$ cat src/design/teg_pkg.sv
// package of the touch event generator: widths, codes, reset values, states
// depends on nothing
`default_nettype none

package teg_pkg;

    localparam int RAW_BITS    = 12;
    localparam int SIZE_BITS   = 12;
    localparam int THR_BITS    = 12;
    localparam int PERIOD_BITS = 16;
    localparam int POS_BITS    = 16;
    localparam int TIME_BITS   = 32;
    localparam int KIND_BITS   = 2;
    localparam int PROD_BITS   = RAW_BITS + SIZE_BITS;
    localparam int CNT_BITS    = $clog2(SIZE_BITS);

    localparam int CFG_IDX_BITS  = 3;
    localparam int CFG_DATA_BITS = 16;
    localparam int CFG_V12_BITS  = 12;

    // request fields
    localparam int OFF_NOW      = 0;
    localparam int OFF_PEN      = OFF_NOW + TIME_BITS;
    localparam int OFF_RAW_X    = OFF_PEN + 1;
    localparam int OFF_RAW_Y    = OFF_RAW_X + RAW_BITS;
    localparam int S_TDATA_BITS = ((OFF_RAW_Y + RAW_BITS + 7) / 8) * 8;
    localparam int S_TUSER_BITS = 1;
    localparam int M_TDATA_BITS = 2 * POS_BITS;
    localparam int M_TUSER_BITS = KIND_BITS;

    localparam logic [KIND_BITS-1:0] KIND_DOWN = 2'd0;
    localparam logic [KIND_BITS-1:0] KIND_DRAG = 2'd1;
    localparam logic [KIND_BITS-1:0] KIND_UP   = 2'd2;

    localparam logic MODE_TICK = 1'b0;
    localparam logic LEVEL_DOWN = 1'b0;

    localparam logic [CFG_IDX_BITS-1:0] CFG_RAW_MIN_X   = 3'd0;
    localparam logic [CFG_IDX_BITS-1:0] CFG_RAW_MAX_X   = 3'd1;
    localparam logic [CFG_IDX_BITS-1:0] CFG_RAW_MIN_Y   = 3'd2;
    localparam logic [CFG_IDX_BITS-1:0] CFG_RAW_MAX_Y   = 3'd3;
    localparam logic [CFG_IDX_BITS-1:0] CFG_SCREEN_W    = 3'd4;
    localparam logic [CFG_IDX_BITS-1:0] CFG_SCREEN_H    = 3'd5;
    localparam logic [CFG_IDX_BITS-1:0] CFG_MOVE_THR    = 3'd6;
    localparam logic [CFG_IDX_BITS-1:0] CFG_REPEAT_MS   = 3'd7;

    localparam logic [RAW_BITS-1:0]    RST_RAW_MIN_X = RAW_BITS'(220);
    localparam logic [RAW_BITS-1:0]    RST_RAW_MAX_X = RAW_BITS'(3780);
    localparam logic [RAW_BITS-1:0]    RST_RAW_MIN_Y = RAW_BITS'(340);
    localparam logic [RAW_BITS-1:0]    RST_RAW_MAX_Y = RAW_BITS'(3850);
    localparam logic [SIZE_BITS-1:0]   RST_SCREEN_W  = 12'd320;
    localparam logic [SIZE_BITS-1:0]   RST_SCREEN_H  = 12'd240;
    localparam logic [THR_BITS-1:0]    RST_MOVE_THR  = 12'd20;
    localparam logic [PERIOD_BITS-1:0] RST_REPEAT_MS = 16'd2;
    localparam logic [TIME_BITS-1:0]   RST_LAST_CHG  = 32'h8000_0000;
    localparam logic [POS_BITS-1:0]    NO_POS        = 16'd64000;

    typedef enum logic [2:0] {
        S_IDLE,
        S_EVAL,
        S_MUL,
        S_DIV,
        S_CMP,
        S_OUT
    } t_state;

endpackage

`default_nettype wire

$ cat src/design/touch_event_generator.sv
// sequence: a pen up request passes the evaluate and output states after acceptance;
// a sample passes the evaluate state, per axis a setup state plus 12 steps of the shared
// restoring divider (skipped at or past the span ends), then compare, output if moved.
// one request at a time: a new request is taken only in the idle state
// reset: synchronous active low; registers return to defaults, pen up, no position
// depends on teg_pkg
`default_nettype none

module touch_event_generator (
    input  wire logic                                i_clk,
    input  wire logic                                i_rst_n,
    // config write channel
    input  wire logic                                i_cfg_valid,
    output logic                                     o_cfg_ready,
    input  wire logic [teg_pkg::CFG_IDX_BITS-1:0]    i_cfg_index,
    input  wire logic [teg_pkg::CFG_DATA_BITS-1:0]   i_cfg_data,
    // request stream
    input  wire logic                                i_s_axis_tvalid,
    output logic                                     o_s_axis_tready,
    // now_ms, pen_level, raw_x, raw_y, zero fill
    input  wire logic [teg_pkg::S_TDATA_BITS-1:0]    i_s_axis_tdata,
    // mode
    input  wire logic [teg_pkg::S_TUSER_BITS-1:0]    i_s_axis_tuser,
    // event stream
    output logic                                     o_m_axis_tvalid,
    input  wire logic                                i_m_axis_tready,
    // pos_x, pos_y
    output logic [teg_pkg::M_TDATA_BITS-1:0]         o_m_axis_tdata,
    // event_kind
    output logic [teg_pkg::M_TUSER_BITS-1:0]         o_m_axis_tuser
);

    localparam int RB = teg_pkg::RAW_BITS;
    localparam int SB = teg_pkg::SIZE_BITS;
    localparam int PB = teg_pkg::POS_BITS;
    localparam int TB = teg_pkg::TIME_BITS;

    // config registers
    logic [RB-1:0]                     r_min_x, r_max_x, r_min_y, r_max_y;
    logic [SB-1:0]                     r_width, r_height;
    logic [teg_pkg::THR_BITS-1:0]      r_thr;
    logic [teg_pkg::PERIOD_BITS-1:0]   r_period;
    logic [teg_pkg::CFG_V12_BITS-1:0]  cfg_v12;

    // control and state
    teg_pkg::t_state                   r_state, n_state;
    logic                              r_pen_down, n_pen_down;
    logic                              r_await, n_await;
    logic [PB-1:0]                     r_last_x, n_last_x, r_last_y, n_last_y;
    logic [TB-1:0]                     r_last_chg, n_last_chg;
    logic                              r_out_valid, n_out_valid;

    // request latch and datapath
    logic                              r_mode;
    logic [TB-1:0]                     r_now;
    logic                              r_level;
    logic [RB-1:0]                     r_raw_x, r_raw_y;
    logic                              r_axis, n_axis;
    logic [RB-1:0]                     r_rem, n_rem;
    logic [RB-1:0]                     r_den, n_den;
    logic [SB-1:0]                     r_quo, n_quo;
    logic [teg_pkg::CNT_BITS-1:0]      r_cnt, n_cnt;
    logic [SB-1:0]                     r_res_x, n_res_x, r_res_y, n_res_y;
    logic [teg_pkg::KIND_BITS-1:0]     r_kind, n_kind;
    logic [PB-1:0]                     r_out_x, n_out_x, r_out_y, n_out_y;
    logic [teg_pkg::KIND_BITS-1:0]     r_out_kind, n_out_kind;

    // shared decisions
    logic                              in_fire;
    logic                              too_soon;
    logic                              start_sample;
    logic                              pen_up;
    logic [RB-1:0]                     sel_raw, sel_lo, sel_hi;
    logic [SB-1:0]                     sel_size;
    logic                              at_low, saturate;
    logic [teg_pkg::PROD_BITS-1:0]     prod;
    logic [RB:0]                       trial, trial_sub;
    logic                              trial_ge;
    logic                              div_last;
    logic [SB-1:0]                     quo_step;
    logic [PB-1:0]                     x_ext, y_ext, dx, dy;
    logic                              moved;
    logic                              out_free;
    logic                              axis_done;
    logic [SB-1:0]                     axis_res;

    assign o_cfg_ready     = 1'b1;
    assign o_s_axis_tready = (r_state == teg_pkg::S_IDLE);
    assign in_fire         = i_s_axis_tvalid && o_s_axis_tready;
    assign cfg_v12         = i_cfg_data[teg_pkg::CFG_V12_BITS-1:0];

    assign too_soon     = (r_now - r_last_chg) < TB'(r_period);
    assign start_sample = (r_mode == teg_pkg::MODE_TICK) ? r_pen_down
                        : (!too_soon && r_level == teg_pkg::LEVEL_DOWN);
    assign pen_up       = (r_mode != teg_pkg::MODE_TICK) && !too_soon
                        && (r_level != teg_pkg::LEVEL_DOWN);

    assign sel_raw  = r_axis ? r_raw_y  : r_raw_x;
    assign sel_lo   = r_axis ? r_min_y  : r_min_x;
    assign sel_hi   = r_axis ? r_max_y  : r_max_x;
    assign sel_size = r_axis ? r_height : r_width;

    // at or past the top of the span the quotient is at least the size
    assign at_low   = (sel_raw <= sel_lo);
    assign saturate = (sel_hi <= sel_lo) || (sel_raw >= sel_hi);
    assign prod     = teg_pkg::PROD_BITS'(sel_raw - sel_lo)
                    * teg_pkg::PROD_BITS'(sel_size);

    // one restoring divide step
    assign trial     = {r_rem, r_quo[SB-1]};
    assign trial_ge  = (trial >= {1'b0, r_den});
    assign trial_sub = trial - {1'b0, r_den};
    assign quo_step  = {r_quo[SB-2:0], trial_ge};
    assign div_last  = (r_cnt == teg_pkg::CNT_BITS'(SB - 1));

    assign axis_done = ((r_state == teg_pkg::S_MUL) && (at_low || saturate))
                    || ((r_state == teg_pkg::S_DIV) && div_last);
    assign axis_res  = (r_state == teg_pkg::S_DIV) ? quo_step
                     : (at_low ? '0 : sel_size);

    assign x_ext = PB'(r_res_x);
    assign y_ext = PB'(r_res_y);
    assign dx    = (x_ext > r_last_x) ? (x_ext - r_last_x) : (r_last_x - x_ext);
    assign dy    = (y_ext > r_last_y) ? (y_ext - r_last_y) : (r_last_y - y_ext);
    assign moved = (dx > PB'(r_thr)) || (dy > PB'(r_thr));

    assign out_free = !r_out_valid || i_m_axis_tready;

    // next state
    always_comb begin
        n_state = r_state;
        case (r_state)
            teg_pkg::S_IDLE: begin
                if (in_fire) n_state = teg_pkg::S_EVAL;
            end
            teg_pkg::S_EVAL: begin
                if (start_sample)  n_state = teg_pkg::S_MUL;
                else if (pen_up)   n_state = teg_pkg::S_OUT;
                else               n_state = teg_pkg::S_IDLE;
            end
            teg_pkg::S_MUL: begin
                if (!(at_low || saturate)) n_state = teg_pkg::S_DIV;
                else if (r_axis)           n_state = teg_pkg::S_CMP;
            end
            teg_pkg::S_DIV: begin
                if (div_last) n_state = r_axis ? teg_pkg::S_CMP : teg_pkg::S_MUL;
            end
            teg_pkg::S_CMP: begin
                n_state = moved ? teg_pkg::S_OUT : teg_pkg::S_IDLE;
            end
            teg_pkg::S_OUT: begin
                if (out_free) n_state = teg_pkg::S_IDLE;
            end
            default: n_state = teg_pkg::S_IDLE;
        endcase
    end

    // datapath and outputs
    always_comb begin
        n_pen_down  = r_pen_down;
        n_await     = r_await;
        n_last_x    = r_last_x;
        n_last_y    = r_last_y;
        n_last_chg  = r_last_chg;
        n_axis      = r_axis;
        n_rem       = r_rem;
        n_den       = r_den;
        n_quo       = r_quo;
        n_cnt       = r_cnt;
        n_res_x     = r_res_x;
        n_res_y     = r_res_y;
        n_kind      = r_kind;
        n_out_valid = r_out_valid && !i_m_axis_tready;
        n_out_x     = r_out_x;
        n_out_y     = r_out_y;
        n_out_kind  = r_out_kind;
        case (r_state)
            teg_pkg::S_EVAL: begin
                n_axis = 1'b0;
                if (r_mode != teg_pkg::MODE_TICK && !too_soon) begin
                    n_last_chg = r_now;
                    n_pen_down = (r_level == teg_pkg::LEVEL_DOWN);
                    if (pen_up) begin
                        n_await = 1'b1;
                        n_kind  = teg_pkg::KIND_UP;
                    end
                end
            end
            teg_pkg::S_MUL: begin
                n_rem = prod[teg_pkg::PROD_BITS-1:SB];
                n_quo = prod[SB-1:0];
                n_den = sel_hi - sel_lo;
                n_cnt = '0;
            end
            teg_pkg::S_DIV: begin
                n_rem = trial_ge ? trial_sub[RB-1:0] : trial[RB-1:0];
                n_quo = quo_step;
                n_cnt = r_cnt + 1'b1;
            end
            teg_pkg::S_CMP: begin
                if (moved) begin
                    n_last_x = x_ext;
                    n_last_y = y_ext;
                    n_kind   = r_await ? teg_pkg::KIND_DOWN : teg_pkg::KIND_DRAG;
                    n_await  = 1'b0;
                end
            end
            teg_pkg::S_OUT: begin
                if (out_free) begin
                    n_out_valid = 1'b1;
                    n_out_x     = r_last_x;
                    n_out_y     = r_last_y;
                    n_out_kind  = r_kind;
                end
            end
            default: begin
            end
        endcase
        if (axis_done) begin
            if (r_axis) n_res_y = axis_res;
            else        n_res_x = axis_res;
            n_axis = 1'b1;
        end
    end

    always_ff @(posedge i_clk) begin
        if (!i_rst_n) begin
            r_state     <= teg_pkg::S_IDLE;
            r_pen_down  <= 1'b0;
            r_await     <= 1'b1;
            r_last_x    <= teg_pkg::NO_POS;
            r_last_y    <= teg_pkg::NO_POS;
            r_last_chg  <= teg_pkg::RST_LAST_CHG;
            r_out_valid <= 1'b0;
        end else begin
            r_state     <= n_state;
            r_pen_down  <= n_pen_down;
            r_await     <= n_await;
            r_last_x    <= n_last_x;
            r_last_y    <= n_last_y;
            r_last_chg  <= n_last_chg;
            r_out_valid <= n_out_valid;
        end
    end

    always_ff @(posedge i_clk) begin
        if (!i_rst_n) begin
            r_min_x  <= teg_pkg::RST_RAW_MIN_X;
            r_max_x  <= teg_pkg::RST_RAW_MAX_X;
            r_min_y  <= teg_pkg::RST_RAW_MIN_Y;
            r_max_y  <= teg_pkg::RST_RAW_MAX_Y;
            r_width  <= teg_pkg::RST_SCREEN_W;
            r_height <= teg_pkg::RST_SCREEN_H;
            r_thr    <= teg_pkg::RST_MOVE_THR;
            r_period <= teg_pkg::RST_REPEAT_MS;
        end else if (i_cfg_valid) begin
            case (i_cfg_index)
                teg_pkg::CFG_RAW_MIN_X: r_min_x  <= RB'(cfg_v12);
                teg_pkg::CFG_RAW_MAX_X: r_max_x  <= RB'(cfg_v12);
                teg_pkg::CFG_RAW_MIN_Y: r_min_y  <= RB'(cfg_v12);
                teg_pkg::CFG_RAW_MAX_Y: r_max_y  <= RB'(cfg_v12);
                teg_pkg::CFG_SCREEN_W:  r_width  <= SB'(cfg_v12);
                teg_pkg::CFG_SCREEN_H:  r_height <= SB'(cfg_v12);
                teg_pkg::CFG_MOVE_THR:  r_thr    <= teg_pkg::THR_BITS'(cfg_v12);
                teg_pkg::CFG_REPEAT_MS: r_period <= i_cfg_data;
                default: begin
                end
            endcase
        end
    end

    // payload registers
    always_ff @(posedge i_clk) begin
        if (in_fire) begin
            r_mode  <= i_s_axis_tuser[0];
            r_now   <= i_s_axis_tdata[teg_pkg::OFF_NOW +: TB];
            r_level <= i_s_axis_tdata[teg_pkg::OFF_PEN];
            r_raw_x <= i_s_axis_tdata[teg_pkg::OFF_RAW_X +: RB];
            r_raw_y <= i_s_axis_tdata[teg_pkg::OFF_RAW_Y +: RB];
        end
        r_axis     <= n_axis;
        r_rem      <= n_rem;
        r_den      <= n_den;
        r_quo      <= n_quo;
        r_cnt      <= n_cnt;
        r_res_x    <= n_res_x;
        r_res_y    <= n_res_y;
        r_kind     <= n_kind;
        r_out_x    <= n_out_x;
        r_out_y    <= n_out_y;
        r_out_kind <= n_out_kind;
    end

    assign o_m_axis_tvalid = r_out_valid;
    assign o_m_axis_tdata  = {r_out_y, r_out_x};
    assign o_m_axis_tuser  = r_out_kind;

endmodule

`default_nettype wire

$ cat config.mk
export PLATFORM = sky130hd
export DESIGN_NAME = touch_event_generator
export DESIGN_NICKNAME = d
export VERILOG_FILES = /design/src/design/teg_pkg.sv /design/src/design/touch_event_generator.sv
export SDC_FILE = /design/constraint.sdc
export NUM_CORES = 1
export LEC_CHECK = 0
export BUFFER_PORTS_ARGS = -buffer_cell sky130_fd_sc_hd__buf_2
export CORE_ASPECT_RATIO = 1.5
export CORE_MARGIN = 4
export CORE_UTILIZATION = 50
export CTS_BUF_LIST = sky130_fd_sc_hd__clkbuf_8
export CTS_CLUSTER_DIAMETER = 40
export DETAILED_ROUTE_END_ITERATION = 12
export GPL_ROUTABILITY_DRIVEN = 0
export HOLD_SLACK_MARGIN = 0.06
export PLACE_DENSITY = 0.67
export SYNTH_ARGS = -nofsm -noshare
export SYNTH_HDL_FRONTEND = slang
export SYNTH_SLANG_ARGS = --single-unit
$ cat constraint.sdc
create_clock -name i_clk -period 10.5 [get_ports i_clk]
set_input_delay 2.1 -clock i_clk [delete_from_list [all_inputs] [get_ports i_clk]]
set_output_delay 2.1 -clock i_clk [all_outputs]
set_load 0.02 [all_outputs]
==> run_results.csv, run 1 <==
group,metric,value,unit
outcome,status,"finished, final reports clean",
logic_synthesis,synth_compound_area_share,13.31,%
route,wl_per_cell,18.02,um
die,dieWidth,188.4,um
critical_path,worst-path-buf-inv,4,
logic_synthesis,ys_warn_count,0,
finish,drive_gt1_share,9.235,%
min_path,hp-start,"r_kind[0]",
logic_synthesis,synth_top_family_by_area,"adder cells",
route,drc,0,
clocking,cts_buffer_depth,3,
placed_design,post-dp-hpwl,48.71,mm
logic_synthesis,seq_area_frac_synth,32.04,%
power_and_ir_drop,peakVddDrop,0.9837,mV
min_path,hold_path.class,"flop to flop",
timing,fin_crit_sh,89.18,%
die,core-area,47940,sq um
clocking,cts.sinks,315,
logic_synthesis,ys_ff_latch,315,
critical_path,worst-path-max-fanout,21,
flow_run,drv_cap,0,
clocking,cts_tree,"yes",
grt,grt_pass1_wl,101.4,mm
route,ant_nets,0,
timing,final-setup-viol-count,0,
timing,finalHoldViolations,0,
timing,tns,0,ps
route,vias,19477,
die,initial_core_util,50.90,%
logic_synthesis,syn_avg_cell_area,8.942,sq um
critical_path,cp-start-kind,"flop",
logic_synthesis,ys_types,72,
grt,grt_pass1_vias,20238,
route,viasPerCell,5.582,
timing,max_freq,106.8,MHz
clocking,clkLatencyLatePin,630,ps
route,drt-initial-drc-count,1311,
logic_synthesis,synth-edff-count,151,
critical_path,worstReg2RegStart,"r_axis",
placed_design,io_buffer_count,117,
die,rows,98,
logic_synthesis,synth_flop_cell,"dfxtp_1",
placed_design,dp_slack,1159,ps
critical_path,end_kind,"flop",
timing,setup_ws,1136,ps
power_and_ir_drop,power.total,9.971,mW
logic_synthesis,synth_cells,2729,
timing,worst_pin_slew,1239,ps
timing,slew-limit-headroom,17.10,%
critical_path,crit_family,"adder cells",
critical_path,crit_slowest_cell,"dfxtp_2",
finish,fillers,4332,
logic_synthesis,syn-cell-area,24400,sq um
timing,skew,31.25,ps
critical_path,crit_start,"r_axis",
finish,syn_to_final_growth,8.276,%
logic_synthesis,yosys.area_share.simple,15.26,%
clocking,cts_root_buf,"clkbuf_8",
logic_synthesis,synth.area.top_cells,"edfxtp_1 (19%), dfxtp_1 (13%), fa_1 (12%)",
critical_path,worst_path_largest_cell_delay,720,ps
logic_synthesis,synth_top_area_share,18.58,%
critical_path,criticalPathCategory,"flop to flop",
logic_synthesis,synth_fa_ha_area_share,23.58,%
die,fp.dieArea,52470,sq um
clocking,cts_buffers,50,
critical_path,cp.required,10820,ps
clocking,path_clk_slew,60,ps
clocking,htree_levels,2,
critical_path,arrival,9680,ps
route,totalWireLength,62.89,mm
finish,fin_nets,3258,
timing,fin_crit,9364,ps
logic_synthesis,synthArstFlopShare,0,%
logic_synthesis,syn_nets,3189,
grt,grt_overflow,0,
power_and_ir_drop,p_per_area,377.4,nW/um^2
die,ios,126,
grt,grt_usage,23.78,%
logic_synthesis,synth_largest_area_cell,"edfxtp_1",
clocking,postCtsSetupRepairBufs,0,
logic_synthesis,synth_xor_area_share,3.410,%
power_and_ir_drop,p_leak,11.68,nW
route,first_pass_iters,6,
grt,antenna_found_initial,1,
logic_synthesis,synthMuxAreaShare,4.471,%
timing,grt_setup_unrepaired,"no",
grt,grt_max_degree,89,
timing,maxSlewViolCount,0,
clocking,hold_buffers,0,
die,die_h,278.6,um
clocking,ctsResizeCount,0,
-- cells in the mapped netlist (8+ instances only) --
cell	instances
a211o_1	8
a211oi_1	22
a21boi_0	9
a21o_1	38
a21oi_1	176
a31oi_1	14
and2_1	32
and3_1	9
buf_1	11
buf_4	12
clkbuf_1	80
clkbuf_2	11
dfxtp_1	164
edfxtp_1	151
fa_1	148
ha_1	223
inv_1	376
mux2_2	32
mux2i_1	73
nand2_1	389
nand2b_1	27
nand3_1	92
nand4_1	27
nor2_1	169
nor2b_1	29
nor3_1	35
o211ai_1	18
o21a_1	15
o21ai_0	88
o21bai_1	16
o31ai_1	30
o31ai_2	8
or3_1	11
xnor2_1	66
xor2_1	29
-- through the flow --
stage | std cells | util (%) | area [sq um] | hold slack, ps
after floorplan | 2729 | - | 24400 | 400.3
after global placement | 3396 | 53.08 | 25450 | 404.5
after detailed placement | 3396 | 53.08 | 25450 | 415.9
after CTS | 3487 | 55.10 | 26420 | 430.4
after global routing | 3488 | 55.10 | 26420 | 453.5
final | 3489 | 55.11 | 26420 | 428.8
-- worst reg2reg max path: cells and delay by family (launching register included) --
kind / cells / cell delay [ps]
multiplexers: 1 / 540
XOR/XNOR: 2 / 580
adder cells (fa/ha/maj): 7 / 3250
AND/OR/NAND/NOR: 5 / 610
AO/OA/AOI/OAI: 13 / 3150
flip-flops: 1 / 720
buffers and inverters: 4 / 200
-- layer usage --
metal | track usage, % | up-vias | share of wire, % | routed length, um
met4 | 16.43 | 0 | 7.9 | 4973
met1 | 25.56 | 9380 | 37 | 23140
met3 | 2.710 | 206 | 4.4 | 2740
li1 | - | 9333 | - | -
met5 | 0 | - | 0 | 0
met2 | 43.34 | 558 | 51 | 32030
-- registers in the layout, indices dropped and copies added (netlist names), 13 cells and up --
| name | count |
|---|---|
| r_period | 16 |
| r_now | 32 |
| r_out_x | 13 |
| r_last_x | 13 |
| r_last_chg | 32 |
-- worst paths after layout --
kind | slack, ps | endpoint | depth (start not counted)
max reg2reg | 1140 | r_rem[10] | 32
min | 430 | o_m_axis_tuser[0] | 0
max | 1140 | r_rem[10] | 32
min reg2reg | 430 | o_m_axis_tuser[0] | 0
-- layout make-up --
cell class	count	area, sq um	share of cell area, %
inverter	377	1416	5.361
timing repair buffer	136	728.2	2.756
clock buffer	57	784.5	2.969
multi-input combinational	1918	14670	55.52
antenna	2	5.005	0.01894
clock inverter	34	185.2	0.7009
tap	650	813.3	3.078
sequential	315	7819	29.59
-- where the power goes --
part | total (mW) | switching, mW | leakage, nW | internal (mW)
Combinational | 7.15 | 4.20 | 8.36 | 2.95
Clock | 1.02 | 0.513 | 0.564 | 0.506
Sequential | 1.80 | 0.101 | 2.75 | 1.70
-- kinds of logic after synthesis --
logic type                 after synthesis
xor gates and xnor gates                95
DFF                                    315
muxes                                  105
AOI/OAI and AO/OA                      505
and+or+nand+nor                        841
other                                    1
buffers and inverters                  496
adders and majority gates              371
-- cell usage in the layout (no fill, tap or decap), types with 30 or more instances in the layout --
| master | instances |
|---|---|
| inv_1 | 393 |
| nand2_1 | 389 |
| ha_1 | 223 |
| a21oi_1 | 176 |
| nor2_1 | 169 |
| dfxtp_1 | 163 |
| edfxtp_1 | 151 |
| fa_1 | 148 |
| buf_2 | 117 |
| nand3_1 | 92 |
| o21ai_0 | 88 |
| mux2i_1 | 73 |
| xnor2_1 | 66 |
| clkbuf_8 | 57 |
| a21o_1 | 38 |
| nor3_1 | 35 |
| mux2_2 | 32 |
| and2_1 | 31 |
| o31ai_1 | 30 |
No activity file was read; power rests on OpenSTA's default activity.
==> run 2: changes to the inputs <==
REMOVE_ABC_BUFFERS = 1   (was not set)
==> run_results.csv, run 2 (synthesis gave the netlist of run 1 again) <==
group,metric,value,unit
timing,tns,0,ps
min_path,hold_path.class,"flop to flop",
clocking,cts.sinks,315,
grt,grt_pass1_vias,20054,
grt,grt_pass1_wl,100.2,mm
grt,antenna_found_initial,1,
finish,fin_nets,3260,
critical_path,end_kind,"flop",
critical_path,criticalPathCategory,"flop to flop",
finish,layout_commonest_cell,"inv_1",
finish,register_area,7819,sq um
grt,grt_overflow,0,
finish,largest_registers,"r_last_chg (32), r_now (32), r_period (16)",
critical_path,cp.required,10840,ps
die,die_h,278.6,um
clocking,cts_buffers,52,
outcome,status,"finished, final reports clean",
critical_path,arrival,9780,ps
route,vias,19628,
route,totalWireLength,62.37,mm
route,drc,0,
power_and_ir_drop,peakVddDrop,0.7393,mV
timing,fin_crit,9435,ps
die,dieWidth,188.4,um
route,ant_nets,0,
clocking,hold_buffers,0,
clocking,htree_levels,2,
finish,fillers,4440,
critical_path,worst_path_largest_cell_delay,700,ps
placed_design,dp_slack,1133,ps
route,first_pass_iters,6,
die,ios,126,
grt,grt_max_degree,79,
placed_design,post-dp-hpwl,48.05,mm
clocking,cts_root_buf,"clkbuf_8",
finish,post-route-cell-area,26490,sq um
timing,fin_crit_sh,89.86,%
timing,final-setup-viol-count,0,
clocking,postCtsSetupRepairBufs,0,
min_path,holdPathStages,0,
critical_path,cp-start-kind,"flop",
timing,finalHoldViolations,0,
power_and_ir_drop,p_per_area,373.2,nW/um^2
timing,slew-limit-headroom,19.48,%
clocking,path_clk_slew,60,ps
power_and_ir_drop,power.total,9.889,mW
timing,maxSlewViolCount,0,
critical_path,r2r_cells,32,
route,drt-initial-drc-count,1156,
finish,drive_gt1_share,9.356,%
timing,worst_pin_slew,1174,ps
finish,syn_to_final_growth,8.573,%
die,initial_core_util,50.90,%
clocking,clkLatencyLatePin,670,ps
die,core-area,47940,sq um
finish,final_cell_mix,"inv_1 (395), nand2_1 (389), ha_1 (223), a21oi_1 (176), nor2_1 (169)",
placed_design,io_buffer_count,117,
grt,grt_usage,23.51,%
flow_run,drv_cap,0,
clocking,cts_buffer_depth,3,
clocking,cts_tree,"yes",
die,rows,98,
route,viasPerCell,5.618,
finish,multi_input_area,14670,sq um
timing,max_freq,106.0,MHz
power_and_ir_drop,p_leak,11.71,nW
timing,skew,53.52,ps
critical_path,worst-path-max-fanout,25,
placed_design,placed_area,25450,sq um
clocking,ctsResizeCount,0,
timing,setup_ws,1065,ps
timing,grt_setup_unrepaired,"no",
die,fp.dieArea,52470,sq um
critical_path,crit_slowest_cell,"o41ai_1",
route,wl_per_cell,17.85,um
run 2: changes by cell type in the layout (fill, tap and decap cells not counted), moves of 2 or more:
cell | before | now
clkinvlp_4 | 1 | 4
bufinv_16 | 0 | 2
clkbuf_8 | 57 | 55
clkinv_2 | 8 | 10
inv_1 | 393 | 395
run 2: worst max-delay path: cells and delay by family, from the launching register on:
| family | cells | cell delay [ps] |
|---|---|---|
| AND/OR/NAND/NOR | 4 | 480 |
| flip-flops | 1 | 540 |
| XOR/XNOR | 2 | 610 |
| multiplexers | 1 | 380 |
| AO/OA/AOI/OAI | 13 | 3140 |
| buffers and inverters | 5 | 670 |
| adder cells (fa/ha/maj) | 7 | 3290 |
run 2: final timing paths:
kind	start	end	slack, ps
setup / recovery	r_axis	r_rem[10]	1060
hold / removal	r_kind[1]	o_m_axis_tuser[1]	450
setup reg to reg	r_axis	r_rem[10]	1060
hold reg to reg	r_kind[1]	o_m_axis_tuser[1]	450
run 2: power breakdown:
group          switching [mW]  leakage [nW]  internal (mW)  total [mW]
Clock                   0.531         0.598          0.548        1.08
Sequential             0.0946          2.75           1.70        1.80
Combinational            4.10          8.36           2.92        7.01
run 2: area by class of cell:
type                            instances  share of cell area [%]
Antenna cell                            1                0.009445
Clock buffer                           55                   2.857
Clock inverter                         42                   1.086
Timing Repair Buffer                  136                   2.749
Inverter                              377                   5.346
Tap cell                              650                   3.070
Sequential cell                       315                   29.51
Multi-Input combinational cell       1918                   55.37
run 2: stage by stage:
step	utilization (%)	hold WS [ps]	cells
final	55.26	450.2	3494
after global routing	55.26	466.9	3494
after CTS	55.26	451.0	3493
after detailed placement	53.08	420.3	3396
after global placement	53.08	429.4	3396
after floorplan	-	400.3	2610
run 2: layer usage:
layer	wire length, um	vias up	global-route usage [%]	part of all wire (%)
met4	4630	0	15.54	7.4
li1	-	9345	-	-
met5	0	-	0	0
met3	2816	236	3.124	4.5
met1	22490	9409	24.77	36
met2	32440	638	43.46	52
